$ cat src/hw/rtl/dpcf_pkg.sv
`default_nettype none

package dpcf_pkg;

    // Fixed field widths of the request and response channels
    localparam int FUNC_W     = 2;
    localparam int CMD_DATA_W = 64;

    // Defaults for the top level parameters
    localparam int DEPTH_DEF     = 16;
    localparam int CMD_WIDTH_DEF = 64;

    typedef enum logic [FUNC_W-1:0] {
        FN_PUSH  = 2'd0,
        FN_POP   = 2'd1,
        FN_PEEK  = 2'd2,
        FN_CLEAR = 2'd3
    } t_func;

    typedef enum logic {
        ST_IDLE = 1'b0,
        ST_READ = 1'b1
    } t_state;

    // Pointer updates for one ring; at most one bit set per cycle
    typedef struct packed {
        logic push;
        logic pop;
        logic clear;
    } t_ring_ctl;

    typedef struct packed {
        logic empty;
        logic full;
    } t_ring_sts;

endpackage

`default_nettype wire

$ cat src/hw/rtl/dpcf_req_if.sv
`default_nettype none

interface dpcf_req_if;
    logic                            valid;
    logic                            ready;
    logic [dpcf_pkg::FUNC_W-1:0]     func;
    logic                            prio_high;
    logic [dpcf_pkg::CMD_DATA_W-1:0] cmd_data;

    modport source (output valid, output func, output prio_high, output cmd_data,
                    input ready);
    modport sink   (input valid, input func, input prio_high, input cmd_data,
                    output ready);
endinterface

`default_nettype wire

$ cat src/hw/rtl/dpcf_rsp_if.sv
`default_nettype none

interface dpcf_rsp_if;
    logic                            valid;
    logic                            ready;
    logic                            ok;
    logic [dpcf_pkg::CMD_DATA_W-1:0] cmd_out;

    modport source (output valid, output ok, output cmd_out, input ready);
    modport sink   (input valid, input ok, input cmd_out, output ready);
endinterface

`default_nettype wire

$ cat src/hw/rtl/dpcf_ram.sv
`default_nettype none

// Simple dual-port RAM, one write and one registered read port
module dpcf_ram #(
    parameter int WIDTH = 64,
    parameter int DEPTH = 16
) (
    input  wire logic                     i_clk,
    input  wire logic                     i_we,
    input  wire logic [$clog2(DEPTH)-1:0] i_waddr,
    input  wire logic [WIDTH-1:0]         i_wdata,
    input  wire logic                     i_re,
    input  wire logic [$clog2(DEPTH)-1:0] i_raddr,
    output      logic [WIDTH-1:0]         o_rdata
);

    logic [WIDTH-1:0] r_mem [DEPTH];
    logic [WIDTH-1:0] r_rdata;

    always_ff @(posedge i_clk) begin
        if (i_we) begin
            r_mem[i_waddr] <= i_wdata;
        end
        if (i_re) begin
            r_rdata <= r_mem[i_raddr];
        end
    end

    assign o_rdata = r_rdata;

endmodule

`default_nettype wire

$ cat src/hw/rtl/dpcf_ring.sv
`default_nettype none

// Write/read pointers and fill count of one ring buffer
module dpcf_ring #(
    parameter int DEPTH = dpcf_pkg::DEPTH_DEF
) (
    input  wire logic                     i_clk,
    input  wire logic                     i_rst_n,
    input  wire dpcf_pkg::t_ring_ctl      i_ctl,
    output      logic [$clog2(DEPTH)-1:0] o_wr_ptr,
    output      logic [$clog2(DEPTH)-1:0] o_rd_ptr,
    output      dpcf_pkg::t_ring_sts      o_sts
);

    localparam int PTR_W  = $clog2(DEPTH);
    localparam int FILL_W = $clog2(DEPTH + 1);
    localparam logic [PTR_W-1:0]  PTR_LAST  = PTR_W'(DEPTH - 1);
    localparam logic [FILL_W-1:0] FILL_FULL = FILL_W'(DEPTH);

    logic [PTR_W-1:0]  r_wr_ptr, n_wr_ptr;
    logic [PTR_W-1:0]  r_rd_ptr, n_rd_ptr;
    logic [FILL_W-1:0] r_fill,   n_fill;

    always_comb begin
        n_wr_ptr = r_wr_ptr;
        n_rd_ptr = r_rd_ptr;
        n_fill   = r_fill;
        priority if (i_ctl.clear) begin
            n_wr_ptr = '0;
            n_rd_ptr = '0;
            n_fill   = '0;
        end else if (i_ctl.push) begin
            n_wr_ptr = (r_wr_ptr == PTR_LAST) ? '0 : r_wr_ptr + PTR_W'(1);
            n_fill   = r_fill + FILL_W'(1);
        end else if (i_ctl.pop) begin
            n_rd_ptr = (r_rd_ptr == PTR_LAST) ? '0 : r_rd_ptr + PTR_W'(1);
            n_fill   = r_fill - FILL_W'(1);
        end
    end

    always_ff @(posedge i_clk) begin
        if (!i_rst_n) begin
            r_wr_ptr <= '0;
            r_rd_ptr <= '0;
            r_fill   <= '0;
        end else begin
            r_wr_ptr <= n_wr_ptr;
            r_rd_ptr <= n_rd_ptr;
            r_fill   <= n_fill;
        end
    end

    assign o_wr_ptr  = r_wr_ptr;
    assign o_rd_ptr  = r_rd_ptr;
    assign o_sts.empty = (r_fill == '0);
    assign o_sts.full  = (r_fill == FILL_FULL);

endmodule

`default_nettype wire

$ cat src/hw/rtl/dual_priority_command_fifo.sv
`default_nettype none

// Strict-priority pair of command FIFOs, each DEPTH entries of CMD_WIDTH bits.
// Request channel i_req: func (push, pop, peek, clear), prio_high (queue
// chosen by push and clear) and cmd_data (low CMD_WIDTH bits kept by push).
// Response channel o_rsp: one response per request, ok and cmd_out (zero
// unless a pop or peek succeeded; zero-extended above CMD_WIDTH).
// Pop and peek serve the high queue first, then the low queue.
// Push, clear and a pop or peek that finds both queues empty respond
// the cycle after acceptance; a pop or peek that finds an entry passes through
// the READ state, as the entry is read from a RAM with a registered output.
// Throughput: one push/clear/failed read per cycle while the sink takes
// responses; a served pop/peek holds off new requests during its RAM read
// (READ state), so no new request is taken before it is through.
// The response sits in an output register. A new request is taken while a
// response waits, as long as the sink takes it in the same cycle; while the
// sink stalls, ready stays low and the pending response holds.
// Reset (synchronous, active low) empties both queues and drops any pending
// response; RAM contents are left alone and need no clearing pass.
module dual_priority_command_fifo #(
    parameter int DEPTH     = dpcf_pkg::DEPTH_DEF,
    parameter int CMD_WIDTH = dpcf_pkg::CMD_WIDTH_DEF
) (
    input  wire logic    i_clk,
    input  wire logic    i_rst_n,
    dpcf_req_if.sink     i_req,
    dpcf_rsp_if.source   o_rsp
);

    localparam int PTR_W = $clog2(DEPTH);
    localparam int OUT_W = dpcf_pkg::CMD_DATA_W;

    dpcf_pkg::t_state    r_state, n_state;
    logic                r_sel_high;
    logic                r_out_valid, n_out_valid;
    logic                r_ok,        n_ok;
    logic [OUT_W-1:0]    r_cmd,       n_cmd;

    dpcf_pkg::t_ring_ctl hi_ctl, lo_ctl;
    dpcf_pkg::t_ring_sts hi_sts, lo_sts;
    logic [PTR_W-1:0]    hi_wr_ptr, hi_rd_ptr, lo_wr_ptr, lo_rd_ptr;
    logic [CMD_WIDTH-1:0] hi_rdata, lo_rdata, wdata;

    logic accept, is_push, is_pop, is_peek, is_clear, hp;
    logic rd_req, tgt_full;

    dpcf_pkg::t_func func;

    assign func = dpcf_pkg::t_func'(i_req.func);
    assign hp   = i_req.prio_high;

    // Take a request only when idle and the response register is free or
    // being emptied in this cycle.
    assign i_req.ready = (r_state == dpcf_pkg::ST_IDLE) && (!r_out_valid || o_rsp.ready);
    assign accept      = i_req.valid && i_req.ready;

    assign is_push  = (func == dpcf_pkg::FN_PUSH);
    assign is_pop   = (func == dpcf_pkg::FN_POP);
    assign is_peek  = (func == dpcf_pkg::FN_PEEK);
    assign is_clear = (func == dpcf_pkg::FN_CLEAR);

    assign tgt_full = hp ? hi_sts.full : lo_sts.full;
    // Pop or peek that finds something to serve
    assign rd_req   = accept && (is_pop || is_peek) && !(hi_sts.empty && lo_sts.empty);

    assign wdata = i_req.cmd_data[CMD_WIDTH-1:0];

    always_comb begin
        hi_ctl.push  = accept && is_push && hp && !hi_sts.full;
        hi_ctl.pop   = accept && is_pop && !hi_sts.empty;
        hi_ctl.clear = accept && is_clear && hp;
        lo_ctl.push  = accept && is_push && !hp && !lo_sts.full;
        lo_ctl.pop   = accept && is_pop && hi_sts.empty && !lo_sts.empty;
        lo_ctl.clear = accept && is_clear && !hp;
    end

    dpcf_ring #(.DEPTH(DEPTH)) u_hi_ring (
        .i_clk    (i_clk),
        .i_rst_n  (i_rst_n),
        .i_ctl    (hi_ctl),
        .o_wr_ptr (hi_wr_ptr),
        .o_rd_ptr (hi_rd_ptr),
        .o_sts    (hi_sts)
    );

    dpcf_ring #(.DEPTH(DEPTH)) u_lo_ring (
        .i_clk    (i_clk),
        .i_rst_n  (i_rst_n),
        .i_ctl    (lo_ctl),
        .o_wr_ptr (lo_wr_ptr),
        .o_rd_ptr (lo_rd_ptr),
        .o_sts    (lo_sts)
    );

    // Requests are handled one at a time, so a write always lands before
    // any later read of the same entry: no forwarding needed.
    dpcf_ram #(.WIDTH(CMD_WIDTH), .DEPTH(DEPTH)) u_hi_ram (
        .i_clk   (i_clk),
        .i_we    (hi_ctl.push),
        .i_waddr (hi_wr_ptr),
        .i_wdata (wdata),
        .i_re    (rd_req && !hi_sts.empty),
        .i_raddr (hi_rd_ptr),
        .o_rdata (hi_rdata)
    );

    dpcf_ram #(.WIDTH(CMD_WIDTH), .DEPTH(DEPTH)) u_lo_ram (
        .i_clk   (i_clk),
        .i_we    (lo_ctl.push),
        .i_waddr (lo_wr_ptr),
        .i_wdata (wdata),
        .i_re    (rd_req && hi_sts.empty),
        .i_raddr (lo_rd_ptr),
        .o_rdata (lo_rdata)
    );

    // Next state
    always_comb begin
        n_state = r_state;
        unique case (r_state)
            dpcf_pkg::ST_IDLE: if (rd_req) n_state = dpcf_pkg::ST_READ;
            dpcf_pkg::ST_READ: n_state = dpcf_pkg::ST_IDLE;
            default:           n_state = dpcf_pkg::ST_IDLE;
        endcase
    end

    // Response register
    always_comb begin
        n_out_valid = r_out_valid && !o_rsp.ready;
        n_ok        = r_ok;
        n_cmd       = r_cmd;
        unique case (r_state)
            dpcf_pkg::ST_IDLE: begin
                if (accept && !rd_req) begin
                    n_out_valid = 1'b1;
                    n_ok        = (is_push && !tgt_full) || is_clear;
                    n_cmd       = '0;
                end
            end
            dpcf_pkg::ST_READ: begin
                n_out_valid = 1'b1;
                n_ok        = 1'b1;
                n_cmd       = OUT_W'(r_sel_high ? hi_rdata : lo_rdata);
            end
            default: ;
        endcase
    end

    always_ff @(posedge i_clk) begin
        if (!i_rst_n) begin
            r_state     <= dpcf_pkg::ST_IDLE;
            r_out_valid <= 1'b0;
        end else begin
            r_state     <= n_state;
            r_out_valid <= n_out_valid;
        end
    end

    always_ff @(posedge i_clk) begin
        r_ok  <= n_ok;
        r_cmd <= n_cmd;
        if (rd_req) begin
            r_sel_high <= !hi_sts.empty;
        end
    end

    assign o_rsp.valid   = r_out_valid;
    assign o_rsp.ok      = r_ok;
    assign o_rsp.cmd_out = r_cmd;

endmodule

`default_nettype wire

$ cat src/flat_wrapper.sv
// flat-port wrapper written by rule: the top's interface ports become plain ports
module dual_priority_command_fifo_flat 
#(
    parameter int DEPTH     = dpcf_pkg::DEPTH_DEF,
    parameter int CMD_WIDTH = dpcf_pkg::CMD_WIDTH_DEF
)
  (i_clk, i_rst_n, i_req_valid, i_req_func, i_req_prio_high, i_req_cmd_data, i_req_ready, o_rsp_valid, o_rsp_ok, o_rsp_cmd_out, o_rsp_ready);
  dpcf_req_if i_req_i ();
  dpcf_rsp_if o_rsp_i ();
  input  wire logic i_clk;
  input  wire logic i_rst_n;
  input wire logic [$bits(i_req_i.valid)-1:0] i_req_valid;
  input wire logic [$bits(i_req_i.func)-1:0] i_req_func;
  input wire logic [$bits(i_req_i.prio_high)-1:0] i_req_prio_high;
  input wire logic [$bits(i_req_i.cmd_data)-1:0] i_req_cmd_data;
  output wire logic [$bits(i_req_i.ready)-1:0] i_req_ready;
  output wire logic [$bits(o_rsp_i.valid)-1:0] o_rsp_valid;
  output wire logic [$bits(o_rsp_i.ok)-1:0] o_rsp_ok;
  output wire logic [$bits(o_rsp_i.cmd_out)-1:0] o_rsp_cmd_out;
  input wire logic [$bits(o_rsp_i.ready)-1:0] o_rsp_ready;
  assign i_req_i.valid = i_req_valid;
  assign i_req_i.func = i_req_func;
  assign i_req_i.prio_high = i_req_prio_high;
  assign i_req_i.cmd_data = i_req_cmd_data;
  assign i_req_ready = i_req_i.ready;
  assign o_rsp_valid = o_rsp_i.valid;
  assign o_rsp_ok = o_rsp_i.ok;
  assign o_rsp_cmd_out = o_rsp_i.cmd_out;
  assign o_rsp_i.ready = o_rsp_ready;
  dual_priority_command_fifo #(.DEPTH(DEPTH), .CMD_WIDTH(CMD_WIDTH)) u_core (.i_clk(i_clk), .i_rst_n(i_rst_n), .i_req(i_req_i), .o_rsp(o_rsp_i));
endmodule
$ cat config.mk
export PLATFORM = sky130hd
export DESIGN_NAME = dual_priority_command_fifo_flat
export DESIGN_NICKNAME = d
export VERILOG_FILES = /design/src/hw/rtl/dpcf_pkg.sv /design/src/hw/rtl/dpcf_req_if.sv /design/src/hw/rtl/dpcf_rsp_if.sv /design/src/hw/rtl/dpcf_ram.sv /design/src/hw/rtl/dpcf_ring.sv /design/src/hw/rtl/dual_priority_command_fifo.sv /design/src/flat_wrapper.sv
export SDC_FILE = /design/constraint.sdc
export NUM_CORES = 2
export LEC_CHECK = 0
export BUFFER_PORTS_ARGS = -buffer_cell sky130_fd_sc_hd__buf_4
export CAP_MARGIN = 10
export CORE_UTILIZATION = 33
export CTS_CLUSTER_SIZE = 10
export DETAILED_ROUTE_END_ITERATION = 16
export GPL_ROUTABILITY_DRIVEN = 1
export HOLD_SLACK_MARGIN = 0.03
export PLACE_DENSITY_LB_ADDON = 0.1
export SYNTH_ARGS = -nofsm -noshare
export SYNTH_HDL_FRONTEND = slang
export SYNTH_HIERARCHICAL = 1
export SYNTH_SLANG_ARGS = --single-unit
export TNS_END_PERCENT = 5
$ cat constraint.sdc
create_clock -name i_clk -period 9.9 [get_ports i_clk]
set_input_delay 1.98 -clock i_clk [delete_from_list [all_inputs] [get_ports i_clk]]
set_output_delay 1.98 -clock i_clk [all_outputs]
set_load 0.02 [all_outputs]
==> metrics <==
Setup Viol. Count Final 0; Critical Path End u_core/u_hi_ram/r_mem[5][22]; post-route cell area 98300 µm²; P&R area growth vs syn 15.3%; antenna violations before repair 6; Max H-tree Level 5; sw power 4.21 mW; pre-CTS setup slack 4.34 ns; Reg clk slew, reported paths 0.05 ns; largest net degree at the start of global routing 114; sequential cell area fraction in the yosys report 79.6%; Die Y 510 µm; combinational fraction of design power 3.3%; port bufs 137; number of buffers created by CTS 287; initial DRC count 3011; Std-Cell Rows 186; fin crit period 4.70 ns; Peak VDD IR 0.202 mV; CTS sink cnt 2270; Critical Path Source i_req_valid; Hold Slack 0.513 ns; Inst Count DP 7124; I/O pins 138; Worst R2R Path Depth 8; FMAX 213 MHz; Post-synth EDFFs 2242; Yosys cell types 43; Cells after Synth 3695; Longest Clk Path Bufs 4; final WL 239 mm; Initial Utilization 33.2%; Cell Area, Placed 90600 µm²; vias after detailed routing 39200; average cell area after synthesis 23.1 µm²; global-route wire length before repair 334 mm; CTS tree yes; CP max FO 40; Clock Latency Late Sink 0.93 ns; Post-CTS Repair Setup Buffers 0; Synth area leaders edfxtp_1 (79%), mux4_2 (14%), a22oi_1 (2.3%), mux2i_1 (0.79%), nand2_1 (0.66%); Final WS setup 5.20 ns; final core occ 38.3%; Synth warnings 6; CP Cell Sequence buf_4 -> nor2b_1 -> and2_2 -> and4b_1 -> buf_4 -> nand3b_1 -> nor2_4 -> buf_4; non-filler instance count after layout 7511; Clk pwr share 44.3%; layout cells sized above 1 26.9%; CP max stage delay 1.03 ns; Reg power frac 52.4%; Pwr Total 20.4 mW; Resize count post-CTS 0; WL met1 104 mm; metal3 WL 9.53 mm; Clock Skew 0.0739 ns; Tcrit/Tclk final 47.5%; Synth area leader edfxtp_1; average vias per placed instance 5.21; dominant synthesized flop cell edfxtp_1; RSZ-0062 raised after global routing no; Critical Path Most Common Cell buf_4; PwrDens 208 nW/µm²; Die X 510 µm; worst relative slew slack 18.5%; vias in the first global route 41100; Highest Signal Layer met4; flop-to-flop setup slack 5.62 ns; Worst Hold Class flop to flop; total global routing overflow 0; CP endpoint kind flop; Nets 4115; total of max-cap violations 0; wire per inst 31.9 µm; Slew Limit Fails 0; top-count cell post-synth edfxtp_1; final hold vios 0; Critical Path AT 5.18 ns; sw frac 20.6%; core box area 257000 µm²; area of the mapped netlist 85300 µm²; drt first pass iters 5; root buffer cell clkbuf_16; cts hold-fix bufs 0; status complete, no violations; WS Path Type primary input to flop; Static Leak 29.9 nW; half-perimeter wire length after placement 134 mm; Yosys reg bits 2270; Synth top area share 79.0%; critical path launch point type primary input; CP max stage cell nor2_4; setup TNS 0 ns; Reg-to-Reg End u_core/u_hi_ram/r_mem[5][22]; global placer's final weighted congestion 0.726; met2 WL post-DR 119 mm; most common library cells after synthesis edfxtp_1 (2242), mux4_2 (512), a22oi_1 (256), nand2_1 (151), clkbuf_1 (78); FF-to-FF Start u_core/r_state; Post-Syn Nets 3781; internal power 16.2 mW; antenna-violating nets left 0; Worst-Margin Slew 1.22 ns; GRT Util Overall 18.5%; die area 260000 µm²; Critical Path RT 10.38 ns; DRC 0; ys async rst share 0%
## flip-flops by register name (all words and copies together) (netlist names)
signal,flops
u_core/u_hi_ram/r_mem,1024
u_core/u_lo_ram/r_mem,1024
u_core/o_rsp.cmd_out,64
u_core/u_hi_ram/o_rdata,64
u_core/u_lo_ram/o_rdata,64
u_core/u_hi_ring/r_fill,5
u_core/u_lo_ring/r_fill,5
u_core/u_hi_ring/o_rd_ptr,4
u_core/u_hi_ring/o_wr_ptr,4
u_core/u_lo_ring/o_rd_ptr,4
u_core/u_lo_ring/o_wr_ptr,4
u_core/o_rsp.ok,1
u_core/o_rsp.valid,1
u_core/r_sel_high,1
u_core/r_state,1
## worst max-delay path, delay by kind of cell
family                 cells  cell delay (ns)
AND/OR/NAND/NOR            5             1.98
buffers and inverters      3             1.13
## placed cells by master, fill, tap and decap left out, types with 3 or more instances in the layout
cell type     n
a22oi_1     256
clkbuf_16   291
xor2_1        6
mux2i_1      67
nor2_1       24
and3_1        7
or3_1         4
dfxtp_4       5
ha_1         13
bufinv_16     3
nand2b_1      9
mux4_2      512
buf_12        6
nor2_4       26
nor2b_1      68
nor4_1        4
inv_6         4
edfxtp_1   2242
inv_1         5
dfxtp_1      23
nand3_1       6
buf_4       224
clkinv_1      5
clkinv_2      6
diode_2       6
clkbuf_1     69
o21ai_0       6
nand3b_1      4
nor3_2        8
nand2_1     151
a21oi_1      20
a311oi_1      6
nor2b_4       6
## power groups by stage
stage	Clock [mW]	Combinational, mW	Sequential (mW)
finish	9.06	0.671	10.7
global route	9.64	0.728	10.7
CTS	9.34	0.703	10.7
detailed placement	0	0.703	10.9
global placement	0	0.700	10.9
floorplan	0	0.264	10.9
## worst min path at each step
stage	cells past startpoint	slack [ns]	end	from
2_1_floorplan	2	0.47	u_core/u_hi_ring/r_fill[1]	u_core/u_hi_ring/r_fill[1]
3_3_place_gp	2	0.50	u_core/u_lo_ring/r_fill[1]	u_core/u_lo_ring/r_fill[1]
3_5_place_dp	2	0.51	u_core/u_hi_ring/r_fill[1]	u_core/u_hi_ring/r_fill[1]
4_1_cts	2	0.51	u_core/u_hi_ring/r_fill[1]	u_core/u_hi_ring/r_fill[1]
5_1_grt	2	0.53	u_core/u_hi_ring/r_fill[1]	u_core/u_hi_ring/r_fill[1]
6_report	2	0.51	u_core/u_lo_ring/r_fill[1]	u_core/u_lo_ring/r_fill[1]
## per-layer routing
metal | global-route usage, % | vias to the layer above
met3 | 2.66 | 348
met1 | 25.0 | 21600
met2 | 30.8 | 951
met5 | 0 | -
li1 | - | 16300
met4 | 5.50 | 0
## cell type report
type                       instances  area, µm²
clock buffer                     362       7570
tap                             3384       4230
sequential                      2270      67900
multi-input combinational       1234      16600
inverter                           5       18.8
timing repair buffer             231       1820
clock inverter                    19        181
fill                           23100     159000
antenna                            6       15.0
## cell families after synthesis
| family | Yosys count | share of synthesized area [%] |
|---|---|---|
| AO/OA/AOI/OAI | 294 | 2.53 |
| adder cells (fa/ha/maj) | 15 | 0.238 |
| AND/OR/NAND/NOR | 338 | 1.96 |
| multiplexers | 579 | 14.3 |
| XOR/XNOR | 8 | 0.0822 |
| flip-flops | 2270 | 79.6 |
| buffers and inverters | 191 | 1.27 |
No activity file was read; power rests on OpenSTA's default activity.
